--- src/design/normalized_multi_pattern_matcher_defines.svh ---
// Assertion macros shared by the matcher RTL.
`ifndef NORMALIZED_MULTI_PATTERN_MATCHER_DEFINES_SVH
`define NORMALIZED_MULTI_PATTERN_MATCHER_DEFINES_SVH

// Same-cycle implication, checked on every rising edge outside reset.
`define NMPM_ASSERT_SAME(label, ante, cons, msg) \
  label: assert property (@(posedge clk) disable iff (rst) (ante) |-> (cons)) \
    else $error(msg);

// Next-cycle implication, checked on every rising edge outside reset.
`define NMPM_ASSERT_NEXT(label, ante, cons, msg) \
  label: assert property (@(posedge clk) disable iff (rst) (ante) |=> (cons)) \
    else $error(msg);

`endif

--- src/design/nmpm_pkg.sv ---
// Shared constants, types and the byte fold function of the pattern matcher.
package nmpm_pkg;

  localparam int MAX_LEN      = 4096;
  localparam int WINDOW_CHARS = 8;
  localparam int NUM_PATTERNS = 3;
  localparam int PAT_CHARS    = 8;
  localparam int BYTE_W       = 8;
  localparam int LEN_W        = 4;
  localparam int CODE_W       = 8;
  localparam int PAT_IDX_W    = $clog2(PAT_CHARS);
  localparam int CNT_W        = $clog2(MAX_LEN + 2);
  localparam int CFG_IDX_W    = 3;
  localparam int CFG_DATA_W   = 64;

  localparam logic [CFG_IDX_W-1:0] REG_PATTERN_ZERO    = 3'd0;
  localparam logic [CFG_IDX_W-1:0] REG_PATTERN_ONE     = 3'd1;
  localparam logic [CFG_IDX_W-1:0] REG_PATTERN_TWO     = 3'd2;
  localparam logic [CFG_IDX_W-1:0] REG_PATTERN_LENGTHS = 3'd3;
  localparam logic [CFG_IDX_W-1:0] REG_PATTERN_CODES   = 3'd4;

  localparam logic [CFG_DATA_W-1:0] RST_PATTERN_ZERO = 64'd6777200;
  localparam logic [CFG_DATA_W-1:0] RST_PATTERN_ONE  = 64'd435644102515;
  localparam logic [CFG_DATA_W-1:0] RST_PATTERN_TWO  = 64'd1802661744;
  localparam logic [NUM_PATTERNS*LEN_W-1:0]  RST_LENGTHS = 12'd1107;
  localparam logic [NUM_PATTERNS*CODE_W-1:0] RST_CODES   = 24'd65793;

  typedef logic [BYTE_W-1:0] byte_t;

  // Shift control handed to every cell of the window.
  typedef struct packed {
    logic shift;
    logic restart;
  } cell_ctl_t;

  // Item sitting in the window stage, waiting for its pattern check.
  typedef struct packed {
    logic valid;
    logic last;
    logic overflow;
  } stage_t;

  function automatic byte_t fold_byte(input byte_t b);
    byte_t low;
    byte_t res;
    low = b;
    if (b >= "A" && b <= "Z") begin
      low = b + 8'd32;
    end
    case (low)
      "0":     res = "o";
      "1":     res = "i";
      "3":     res = "e";
      "4":     res = "a";
      "5":     res = "s";
      "7":     res = "t";
      "@":     res = "a";
      "$":     res = "s";
      "!":     res = "i";
      "+":     res = "t";
      default: res = low;
    endcase
    return res;
  endfunction

endpackage

--- src/design/nmpm_cell.sv ---
// One window cell: holds a folded byte and compares it against each pattern.
module nmpm_cell (
  input  logic                                            clk,
  input  logic                                            rst,
  input  nmpm_pkg::cell_ctl_t                             ctl,
  input  nmpm_pkg::byte_t                                 byte_in,
  input  logic                                            valid_in,
  input  logic [nmpm_pkg::NUM_PATTERNS-1:0][nmpm_pkg::BYTE_W-1:0] want,
  input  logic [nmpm_pkg::NUM_PATTERNS-1:0]               care,
  output nmpm_pkg::byte_t                                 byte_q,
  output logic                                            valid_q,
  output logic [nmpm_pkg::NUM_PATTERNS-1:0]               hit
);

  always_ff @(posedge clk) begin
    if (rst) begin
      valid_q <= 1'b0;
    end else if (ctl.shift) begin
      // A new string drops whatever the previous one left behind.
      valid_q <= valid_in & ~ctl.restart;
    end
  end

  always_ff @(posedge clk) begin
    if (ctl.shift) begin
      byte_q <= byte_in;
    end
  end

  always_comb begin
    for (int p = 0; p < nmpm_pkg::NUM_PATTERNS; p++) begin
      hit[p] = ~care[p] | (valid_q & (byte_q == want[p]));
    end
  end

endmodule

--- src/design/nmpm_collect.sv ---
// Collects pattern hits per string and holds the result item for the output.
module nmpm_collect (
  input  logic                                           clk,
  input  logic                                           rst,
  input  nmpm_pkg::stage_t                               stage,
  input  logic [nmpm_pkg::NUM_PATTERNS-1:0]              match,
  input  logic [nmpm_pkg::NUM_PATTERNS*nmpm_pkg::CODE_W-1:0] codes,
  input  logic                                           out_ready,
  output logic                                           advance,
  output logic                                           out_valid,
  output logic [nmpm_pkg::CODE_W-1:0]                    out_code,
  output logic                                           out_exceeded
);

  logic [nmpm_pkg::CODE_W-1:0] found;
  logic [nmpm_pkg::CODE_W-1:0] found_next;

  // Hold the window stage only when a final item finds the output still full.
  assign advance = ~(stage.valid & stage.last & out_valid & ~out_ready);

  always_comb begin
    found_next = found;
    for (int p = 0; p < nmpm_pkg::NUM_PATTERNS; p++) begin
      if (match[p]) begin
        found_next = found_next | codes[p*nmpm_pkg::CODE_W +: nmpm_pkg::CODE_W];
      end
    end
  end

  always_ff @(posedge clk) begin
    if (rst) begin
      found     <= '0;
      out_valid <= 1'b0;
    end else begin
      out_valid <= (out_valid & ~out_ready) | (stage.valid & advance & stage.last);
      if (stage.valid && advance) begin
        if (stage.last) begin
          found <= '0;
        end else begin
          found <= found_next;
        end
      end
    end
  end

  always_ff @(posedge clk) begin
    if (stage.valid && advance && stage.last) begin
      out_code     <= stage.overflow ? '0 : found_next;
      out_exceeded <= stage.overflow;
    end
  end

endmodule

--- src/design/normalized_multi_pattern_matcher.sv ---
// Normalized multi-pattern matcher: takes one string byte per cycle, folds
// case and look-alike characters, and reports at the end of each string the
// OR of the codes of the three programmed patterns that appeared in it.
// Throughput is one byte per clock with no gaps between strings: the folded
// byte shifts into a chain of eight cells, each comparing its byte against
// the patterns, and the chain advances with each accepted byte. A result
// item reaches the output register through the window stage register once its
// final byte is accepted; input is held back only while a finished result is
// still waiting to be taken and the next final byte needs the output register.
// Strings longer than 4096 bytes report code 0 with the length flag set.
`include "normalized_multi_pattern_matcher_defines.svh"

module normalized_multi_pattern_matcher (
  input  logic        clk,
  input  logic        rst,
  input  logic        s_axis_tvalid,
  output logic        s_axis_tready,
  input  logic [7:0]  s_axis_tdata,   // [7:0] text_byte
  input  logic        s_axis_tlast,   // last_byte
  output logic        m_axis_tvalid,
  input  logic        m_axis_tready,
  output logic [7:0]  m_axis_tdata,   // [7:0] match_code
  output logic [0:0]  m_axis_tuser,   // [0] length_exceeded
  input  logic        cfg_we,
  input  logic [nmpm_pkg::CFG_IDX_W-1:0]  cfg_index,
  input  logic [nmpm_pkg::CFG_DATA_W-1:0] cfg_wdata
);

  localparam int NP = nmpm_pkg::NUM_PATTERNS;
  localparam int WC = nmpm_pkg::WINDOW_CHARS;
  localparam int LW = nmpm_pkg::LEN_W;
  localparam int CW = nmpm_pkg::CNT_W;

  // Configuration registers.
  logic [NP-1:0][nmpm_pkg::CFG_DATA_W-1:0] patterns;
  logic [NP*LW-1:0]                        lengths;
  logic [NP*nmpm_pkg::CODE_W-1:0]          codes;

  always_ff @(posedge clk) begin
    if (rst) begin
      patterns[0] <= nmpm_pkg::RST_PATTERN_ZERO;
      patterns[1] <= nmpm_pkg::RST_PATTERN_ONE;
      patterns[2] <= nmpm_pkg::RST_PATTERN_TWO;
      lengths     <= nmpm_pkg::RST_LENGTHS;
      codes       <= nmpm_pkg::RST_CODES;
    end else if (cfg_we) begin
      case (cfg_index)
        nmpm_pkg::REG_PATTERN_ZERO:    patterns[0] <= cfg_wdata;
        nmpm_pkg::REG_PATTERN_ONE:     patterns[1] <= cfg_wdata;
        nmpm_pkg::REG_PATTERN_TWO:     patterns[2] <= cfg_wdata;
        nmpm_pkg::REG_PATTERN_LENGTHS: lengths <= cfg_wdata[NP*LW-1:0];
        nmpm_pkg::REG_PATTERN_CODES:   codes <= cfg_wdata[NP*nmpm_pkg::CODE_W-1:0];
        default: ;
      endcase
    end
  end

  // Input side and string bookkeeping.
  logic             in_accept;
  logic             advance;
  logic             fresh;
  logic [CW-1:0]    byte_count;
  logic [CW-1:0]    byte_count_next;
  logic             stage_valid;
  logic             stage_last;
  nmpm_pkg::stage_t stage;
  nmpm_pkg::byte_t  folded;

  assign s_axis_tready = advance;
  assign in_accept     = s_axis_tvalid & advance;
  assign folded        = nmpm_pkg::fold_byte(s_axis_tdata);

  always_comb begin
    if (fresh) begin
      byte_count_next = CW'(1);
    end else if (byte_count <= CW'(nmpm_pkg::MAX_LEN)) begin
      byte_count_next = byte_count + CW'(1);
    end else begin
      byte_count_next = byte_count;
    end
  end

  always_ff @(posedge clk) begin
    if (rst) begin
      fresh       <= 1'b1;
      byte_count  <= '0;
      stage_valid <= 1'b0;
    end else begin
      if (in_accept) begin
        fresh       <= s_axis_tlast;
        byte_count  <= byte_count_next;
        stage_valid <= 1'b1;
      end else if (advance) begin
        stage_valid <= 1'b0;
      end
    end
  end

  always_ff @(posedge clk) begin
    if (in_accept) begin
      stage_last <= s_axis_tlast;
    end
  end

  assign stage = {stage_valid, stage_last, byte_count > CW'(nmpm_pkg::MAX_LEN)};

  // Window cell chain, newest byte in cell 0.
  nmpm_pkg::cell_ctl_t ctl_head;
  nmpm_pkg::cell_ctl_t ctl_body;
  nmpm_pkg::byte_t     cell_byte  [WC];
  logic                cell_valid [WC];
  logic [NP-1:0]       cell_hit   [WC];
  logic [NP-1:0][nmpm_pkg::BYTE_W-1:0] cell_want [WC];
  logic [NP-1:0]       cell_care  [WC];

  assign ctl_head = {in_accept, 1'b0};
  assign ctl_body = {in_accept, fresh};

  // Cell k checks pattern character (length - 1 - k) when k is below the length.
  always_comb begin
    logic [LW-1:0] len;
    logic [LW-1:0] idx;
    for (int k = 0; k < WC; k++) begin
      for (int p = 0; p < NP; p++) begin
        len = lengths[p*LW +: LW];
        idx = len - LW'(k) - LW'(1);
        cell_care[k][p] = LW'(k) < len;
        cell_want[k][p] =
          patterns[p][idx[nmpm_pkg::PAT_IDX_W-1:0]*nmpm_pkg::BYTE_W +: nmpm_pkg::BYTE_W];
      end
    end
  end

  for (genvar k = 0; k < WC; k++) begin : g_cell
    if (k == 0) begin : g_head
      nmpm_cell u_cell (
        .clk      (clk),
        .rst      (rst),
        .ctl      (ctl_head),
        .byte_in  (folded),
        .valid_in (1'b1),
        .want     (cell_want[k]),
        .care     (cell_care[k]),
        .byte_q   (cell_byte[k]),
        .valid_q  (cell_valid[k]),
        .hit      (cell_hit[k])
      );
    end else begin : g_body
      nmpm_cell u_cell (
        .clk      (clk),
        .rst      (rst),
        .ctl      (ctl_body),
        .byte_in  (cell_byte[k-1]),
        .valid_in (cell_valid[k-1]),
        .want     (cell_want[k]),
        .care     (cell_care[k]),
        .byte_q   (cell_byte[k]),
        .valid_q  (cell_valid[k]),
        .hit      (cell_hit[k])
      );
    end
  end

  // A pattern matches when it is enabled and every cell under it agrees.
  logic [NP-1:0] match;

  always_comb begin
    logic [LW-1:0] len;
    for (int p = 0; p < NP; p++) begin
      len      = lengths[p*LW +: LW];
      match[p] = (len != '0) && (len <= LW'(WC));
      for (int k = 0; k < WC; k++) begin
        match[p] = match[p] & cell_hit[k][p];
      end
    end
  end

  nmpm_collect u_collect (
    .clk          (clk),
    .rst          (rst),
    .stage        (stage),
    .match        (match),
    .codes        (codes),
    .out_ready    (m_axis_tready),
    .advance      (advance),
    .out_valid    (m_axis_tvalid),
    .out_code     (m_axis_tdata),
    .out_exceeded (m_axis_tuser[0])
  );

  `NMPM_ASSERT_NEXT(a_restart_count, in_accept && fresh, byte_count == CW'(1), "string count did not restart")
  `NMPM_ASSERT_NEXT(a_head_valid, in_accept, cell_valid[0] && stage.valid, "accepted item missing from window")
  `NMPM_ASSERT_SAME(a_overflow_code, m_axis_tvalid && m_axis_tuser[0], m_axis_tdata == '0, "overlong string reported a code")
  `NMPM_ASSERT_SAME(a_stall_cause, !s_axis_tready, stage.valid && stage.last && m_axis_tvalid, "input held without a waiting final item")

endmodule

--- config.mk ---
export PLATFORM = sky130hd
export DESIGN_NAME = normalized_multi_pattern_matcher
export DESIGN_NICKNAME = d
export VERILOG_FILES = /design/src/design/nmpm_pkg.sv /design/src/design/nmpm_cell.sv /design/src/design/nmpm_collect.sv /design/src/design/normalized_multi_pattern_matcher.sv
export VERILOG_INCLUDE_DIRS = /design/src /design/src/design
export SDC_FILE = /design/constraint.sdc
export NUM_CORES = 1
export LEC_CHECK = 0
export BUFFER_PORTS_ARGS = -buffer_cell sky130_fd_sc_hd__buf_4
export CAP_MARGIN = 40
export CORE_MARGIN = 3
export CORE_UTILIZATION = 35
export DETAILED_ROUTE_END_ITERATION = 8
export GPL_TIMING_DRIVEN = 0
export MAX_ROUTING_LAYER = met4
export PLACE_DENSITY = 0.6
export REMOVE_ABC_BUFFERS = 1
export SYNTH_ARGS = -nofsm -noshare
export SYNTH_HDL_FRONTEND = slang
export SYNTH_HIERARCHICAL = 1
export SYNTH_SLANG_ARGS = --single-unit
--- constraint.sdc ---
create_clock -name clk -period 12.6 [get_ports clk]
set_input_delay 1.89 -clock clk [delete_from_list [all_inputs] [get_ports clk]]
set_output_delay 1.89 -clock clk [all_outputs]
set_load 0.005 [all_outputs]
# Word level (Yosys, flattened, before mapping)

Cells that the tools add are included.

Muxes and demuxes: 10
$lt $le $gt $ge: 31
Shift operators: 24
Eq/ne operators: 39
$add $sub $neg: 44
Bitwise logic cells: 117
Reductions and logical operators: 21

Operators by type and width:

| operator                                                                    | count |
|---|---|
| 64-bit by 7-bit variable part select with 8-bit output                      | 24 |
| 8-bit equality test                                                         | 24 |
| 8-bit by 6-bit equality test with 1-bit output, second input constant       | 9 |
| 3-bit by 1-bit subtractor with 3-bit output, second input constant          | 24 |
| 1-bit AND                                                                   | 62 |
| 3-bit by 4-bit less-than comparator with 1-bit output, first input constant | 12 |
| 8-bit case mux with 6 select lines                                          | 1 |
| 8-bit 2-to-1 mux                                                            | 5 |
| 3-bit subtractor, second input constant                                     | 12 |
| 1-bit NOT                                                                   | 27 |
| 13-bit 2-to-1 mux                                                           | 2 |
| 1-bit OR                                                                    | 25 |
| 1-bit by 4-bit less-than comparator with 1-bit output, first input constant | 6 |
| 2-bit by 4-bit less-than comparator with 1-bit output, first input constant | 6 |
| 8-bit OR                                                                    | 3 |
| 3-bit by 2-bit subtractor with 3-bit output, second input constant          | 6 |
| 13-bit by 1-bit adder with 13-bit output, second input constant             | 1 |
| 13-bit > comparator, second input constant                                  | 1 |
| 13-bit <= comparator, second input constant                                 | 1 |
| 4-bit <= comparator, second input constant                                  | 3 |
| 2-bit AND reduction                                                         | 6 |
| 4-bit nonzero test                                                          | 3 |
| 8-bit by 6-bit adder with 8-bit output, second input constant               | 1 |
| 8-bit by 7-bit equality test with 1-bit output, second input constant       | 1 |
| 11 further kinds                                                            | 21 |

Flip-flop bits (word level): 334
Output and inout bits: 11
Word-level logic and storage cells: 315

# Logic depth before layout (Yosys ltp)

Word-level depth: 19
Depth in mapped cells: 22
Mapped depth without buffers: 14

# Modules after synthesis

The synthesis kept the hierarchy.

By module, submodules not included:

| module                           | times used | area each (sq um) | cells each |
|---|---|---|---|
| normalized_multi_pattern_matcher | 1          | 16565.9           | 1954 |
| nmpm_cell                        | 8          | 571.8             | 48 |
| nmpm_collect                     | 1          | 765.7             | 71 |

# Worst setup path after synthesis

OpenSTA, ideal clock, no wires.

Path type: input to register
From: in m_axis_tready
To: reg byte_count[0]
Stages on the path: 7
Required time: 12.463 ns
Setup time: 0.137 ns
Path slack: 8.363 ns
Data arrival time: 4.100 ns
Cell sequence: nor2b_1 > nand3_1 > nand2_1 > inv_1 > nand2_1 > mux2i_1 > a221oi_1

Longest elaborated chain between the ends: 5

RTL lines:

| element                              | line                                   | source |
|---|---|---|
| start: declaration                   | normalized_multi_pattern_matcher.sv:21 | `input logic m_axis_tready,` |
| 1-bit NOT                            | nmpm_collect.sv:19                     | `assign advance = ~(stage.valid & stage.last & out_valid & ~out_ready);` |
| 1-bit AND                            | nmpm_collect.sv:19                     |  |
| 1-bit NOT                            | nmpm_collect.sv:19                     |  |
| via s_axis_tready                    | normalized_multi_pattern_matcher.sv:17 | `output logic s_axis_tready,` |
| 1-bit AND                            | normalized_multi_pattern_matcher.sv:70 | `assign in_accept = s_axis_tvalid & advance;` |
| via in_accept                        | normalized_multi_pattern_matcher.sv:59 | `logic in_accept;` |
| 2-bit AND reduction (no source line) | n/a                                    |  |
| end signal: assignment               | normalized_multi_pattern_matcher.sv:91 | `byte_count <= byte_count_next;` |
| end: declaration                     | normalized_multi_pattern_matcher.sv:62 | `logic [CW-1:0] byte_count;` |

The timed path passes the listed nets, and every way through them passes these cells.
A chain may end at the register's enable or synchronous reset.

==> metrics.md <==
| Metric | Value |
|---|---|
| Leak Pwr | roughly 9.2 nW |
| Die width | roughly 260 um |
| Tmin final | about 5.8 ns |
| Die Area | between 60000 and 70000 sq um |
| Largest family of logic cells by synthesized area | multiplexers |
| Fraction of the mapped netlist area in compound gates | 0.0894 |
| Commonest cells after routing, fill and taps aside | nand2_1 (737), dfxtp_1 (255), xnor2_1 (202) |
| DR vias/cell | 5.63 |
| Postcts setup bufs | 0 |
| Logic pwr share | 0.163 |
| Clock buffer depth | 3 |
| Area after DPL | 23900 sq um |
| Largest net degree at the start of global routing | roughly 140 |
| Antenna violations before repair | 2 |
| Hold depth | 2 |
| Hold WC Path Type | register to register |
| Syn avg cell area | 9.09 sq um |
| Post-route insts no fill | approximately 3300 |
| Sequential area share after synthesis | 0.339 |
| P_int | approximately 2.0 mW |
| Hold slack final | approximately 0.46 ns |
| Slew headroom | 0.403 |
| Fin area | ~25000 sq um |
| Initial Util | 0.354 |
| WP buf/inv | 5 |
| Root Buffer | clkbuf_16 |
| Placer Congestion | 0.991 |
| DRC | 0 |
| FFs w/ async S/R, synth | 0 |
| Endpoint class of the critical path | register |
| Post-CTS resize count | 0 |
| RSZ-0062 raised after global routing | no |
| Final worst path period share | 0.457 |
| Met3 routed WL | 5500 um |
| Skew-Pair Late Insertion Delay | slightly below 0.6 ns |
| Main synth FF type | dfxtp_1 |
| YS warnings | 6 |
| Vias in the first global route | about 18000 |
| Synth unique cells | 65 |
| Post-synth EDFFs | 74 |
| DR iter-0 viols | approximately 1900 |
| Worst Reg-to-Reg Cells | 16 |
| Sequence of cells on the critical path | buf_8 -> inv_2 -> ha_2 -> buf_12 -> xor2_2 -> buf_8 -> mux4_2 -> xnor2_1 -> nand4_1 -> o31ai_2 -> nand4_1 -> nor3_2 -> buf_4 -> a222oi_1 -> o21ai_1 -> and2_1 |
| Rows | 91 |
| WP data required | around 13 ns |
| Hold EP | codes[7] |
| Final setup violation count | 0 |
| DRT Wirelength | between 70000 and 80000 um |
| Worst clock skew | 0.0267 ns |
| Switching share of power | 0.287 |
| Worst Tran Pin Value | ~0.90 ns |
| Post-Syn Instances | roughly 2400 |
| Crit path DAT | 6.30 ns |
| H-tree depth | 2 |
| CP top delay family | buffers and inverters |
| Max Slew Vio Count | 0 |
| Antenna Nets Post-Route | 0 |
| Cts hold-fix bufs | 0 |
| DR top layer | met4 |
| Post-synthesis simple-gate area fraction | 0.192 |
| Sink Count | ~330 |
| CTS tree | built |
| Worst Path Max Fanout | 19 |
| Layout area overhead | 15.4% |
| Total track usage | 0.239 |
| Total power | approximately 2.9 mW |
| Final #Nets | 2519 |
| WL met1 | roughly 34000 um |
| Clock power share | 0.426 |
| Status | finished clean |
| Worst r2r src | lengths[1] |
| Setup_tns | 0 ns |
| IO buf count | around 90 |
| Most common cell after layout, fill and taps aside | nand2_1 |
| Multiplexer share of the synthesized area | 0.239 |
| Overflow after GRT | 0 |
| Clock transition at path regs | roughly 0.060 ns |
| Kind of critical path | register to register |
| Adder-Cell Fraction of Synth Area | 0.00845 |
| Synth top area cells | dfxtp_1 (24%), mux4_2 (14%), nand2_1 (13%), edfxtp_1 (10%), xnor2_1 (8.4%) |
| RR Endpoint | u_collect/found[0] |
| Die height | 256 um |
| Hold_sp | codes[7] |
| First-pass GRT wire length | roughly 120000 um |
| DP HPWL | ~60000 um |
| Placed Cells | ~3200 |
| Setup WS post-layout | a little under 7 ns |
| Pre-CTS setup slack | between 6 and 7 ns |
| Maxcap violations | 0 |
| IR drop worst, VDD | roughly 0.09 mV |
| Vias post-DR | between 15000 and 20000 |
| Net load switching power | about 820 uW |
| Fmax achieved | 174 MHz |
| Top cell type by total area after synthesis | dfxtp_1 |
| Share of layout cells above drive strength 1 | 0.203 |
| Core area | 61800 sq um |
| WL per Instance | approximately 24 um |
| Num CTS Buffers | between 40 and 50 |
| Post-Synth XOR/XNOR Area | 0.0893 |
| Mapped Area | about 22000 sq um |
| IO Count | 92 |
| DR pass1 iterations | 6 |
| Post-synthesis register bit count | 334 |
| Final-report hold violation count | 0 |
| CP max stage delay | between 0.8 and 0.9 ns |
| Pwr dens | 114 nW/um^2 |
| Core Util, Final | 0.409 |
| Area share of the largest cell type after synthesis | 0.238 |
| Routed wl met2 | roughly 36000 um |
| Critical-path top delay cell | ha_2 |
| Startpoint Class | register |
| Reg2reg setup slack | 6.84 ns |
| Sequential Power Share | 0.411 |
area by class of cell:
type                            count  area, sq um
Sequential cell                   334         7440
Clock inverter                     16          164
Antenna cell                        2         5.00
Inverter                           65          246
Fill cell                        5952        36600
Multi-Input combinational cell   1849        13700
Tap cell                          837         1050
Timing Repair Buffer              133         1440
Clock buffer                       60         1250
power groups by stage:
stage          clock, mW  sequential (mW)  combinational (mW)
6_report            1.22             1.18               0.468
5_1_grt             1.29             1.18               0.493
4_1_cts             1.24             1.18               0.461
3_5_place_dp           0             1.20               0.458
3_3_place_gp           0             1.21               0.428
2_1_floorplan          0             1.19               0.269
worst reg2reg max path, stage by stage, from the launching register on:
cell and delay [ns]:
dfxtp_1 0.69, buf_8 0.24, inv_2 0.30, ha_2 0.89
buf_12 0.27, xor2_2 0.46, buf_8 0.23, mux4_2 0.52
xnor2_1 0.37, nand4_1 0.36, o31ai_2 0.28, nand4_1 0.14
nor3_2 0.18, buf_4 0.25, a222oi_1 0.18, o21ai_1 0.21
and2_1 0.13
layer usage:
metal	up-vias	GRT usage
met1	9190	0.322
met4	0	0.0771
met3	143	0.0289
met2	786	0.378
met5	-	-
li1	8452	-
flip-flops by register name (all words and copies together) (netlist names):
register                      cells
g_cell.g_body.u_cell/byte_q      56
g_cell.g_head.u_cell/byte_q       8
g_cell.g_body.u_cell/valid_q      7
g_cell.g_head.u_cell/valid_q      1
patterns                        192
stage_valid                       1
u_collect/out_valid               1
codes                            24
lengths                          12
u_collect/out_exceeded            1
stage_last                        1
u_collect/out_code                8
fresh                             1
byte_count                       13
u_collect/found                   8
worst max-delay path by stage:
stage	startpoint	end	depth (start not counted)
floorplan	lengths[8]	u_collect/found[2]	12
global placement	lengths[8]	u_collect/out_code[6]	12
detailed placement	lengths[1]	u_collect/found[0]	16
CTS	lengths[1]	u_collect/out_code[4]	15
global route	lengths[1]	u_collect/found[6]	16
finish	lengths[1]	u_collect/found[0]	16
cell families (layout without fill, tap and decap cells):
family                   Yosys count  after routing
AO/OA/AOI/OAI                    320            320
XOR/XNOR                         217            217
adder cells (fa/ha/maj)           15             15
buffers and inverters            226            274
flip-flops                       334            334
multiplexers                     335            335
other                              2              4
AND/OR/NAND/NOR                  960            960
cell usage after synthesis (all sizes together), types with 55 or more instances:
library cell and number:
buf 73, edfxtp 74, inv 65, mux2 96, xnor2 210, clkbuf 88
mux4 140, mux2i 99, o21ai 55, nand2 738, a21oi 191, dfxtp 260
nand3b 72
Note: power is estimated with default switching activity, not from simulation.
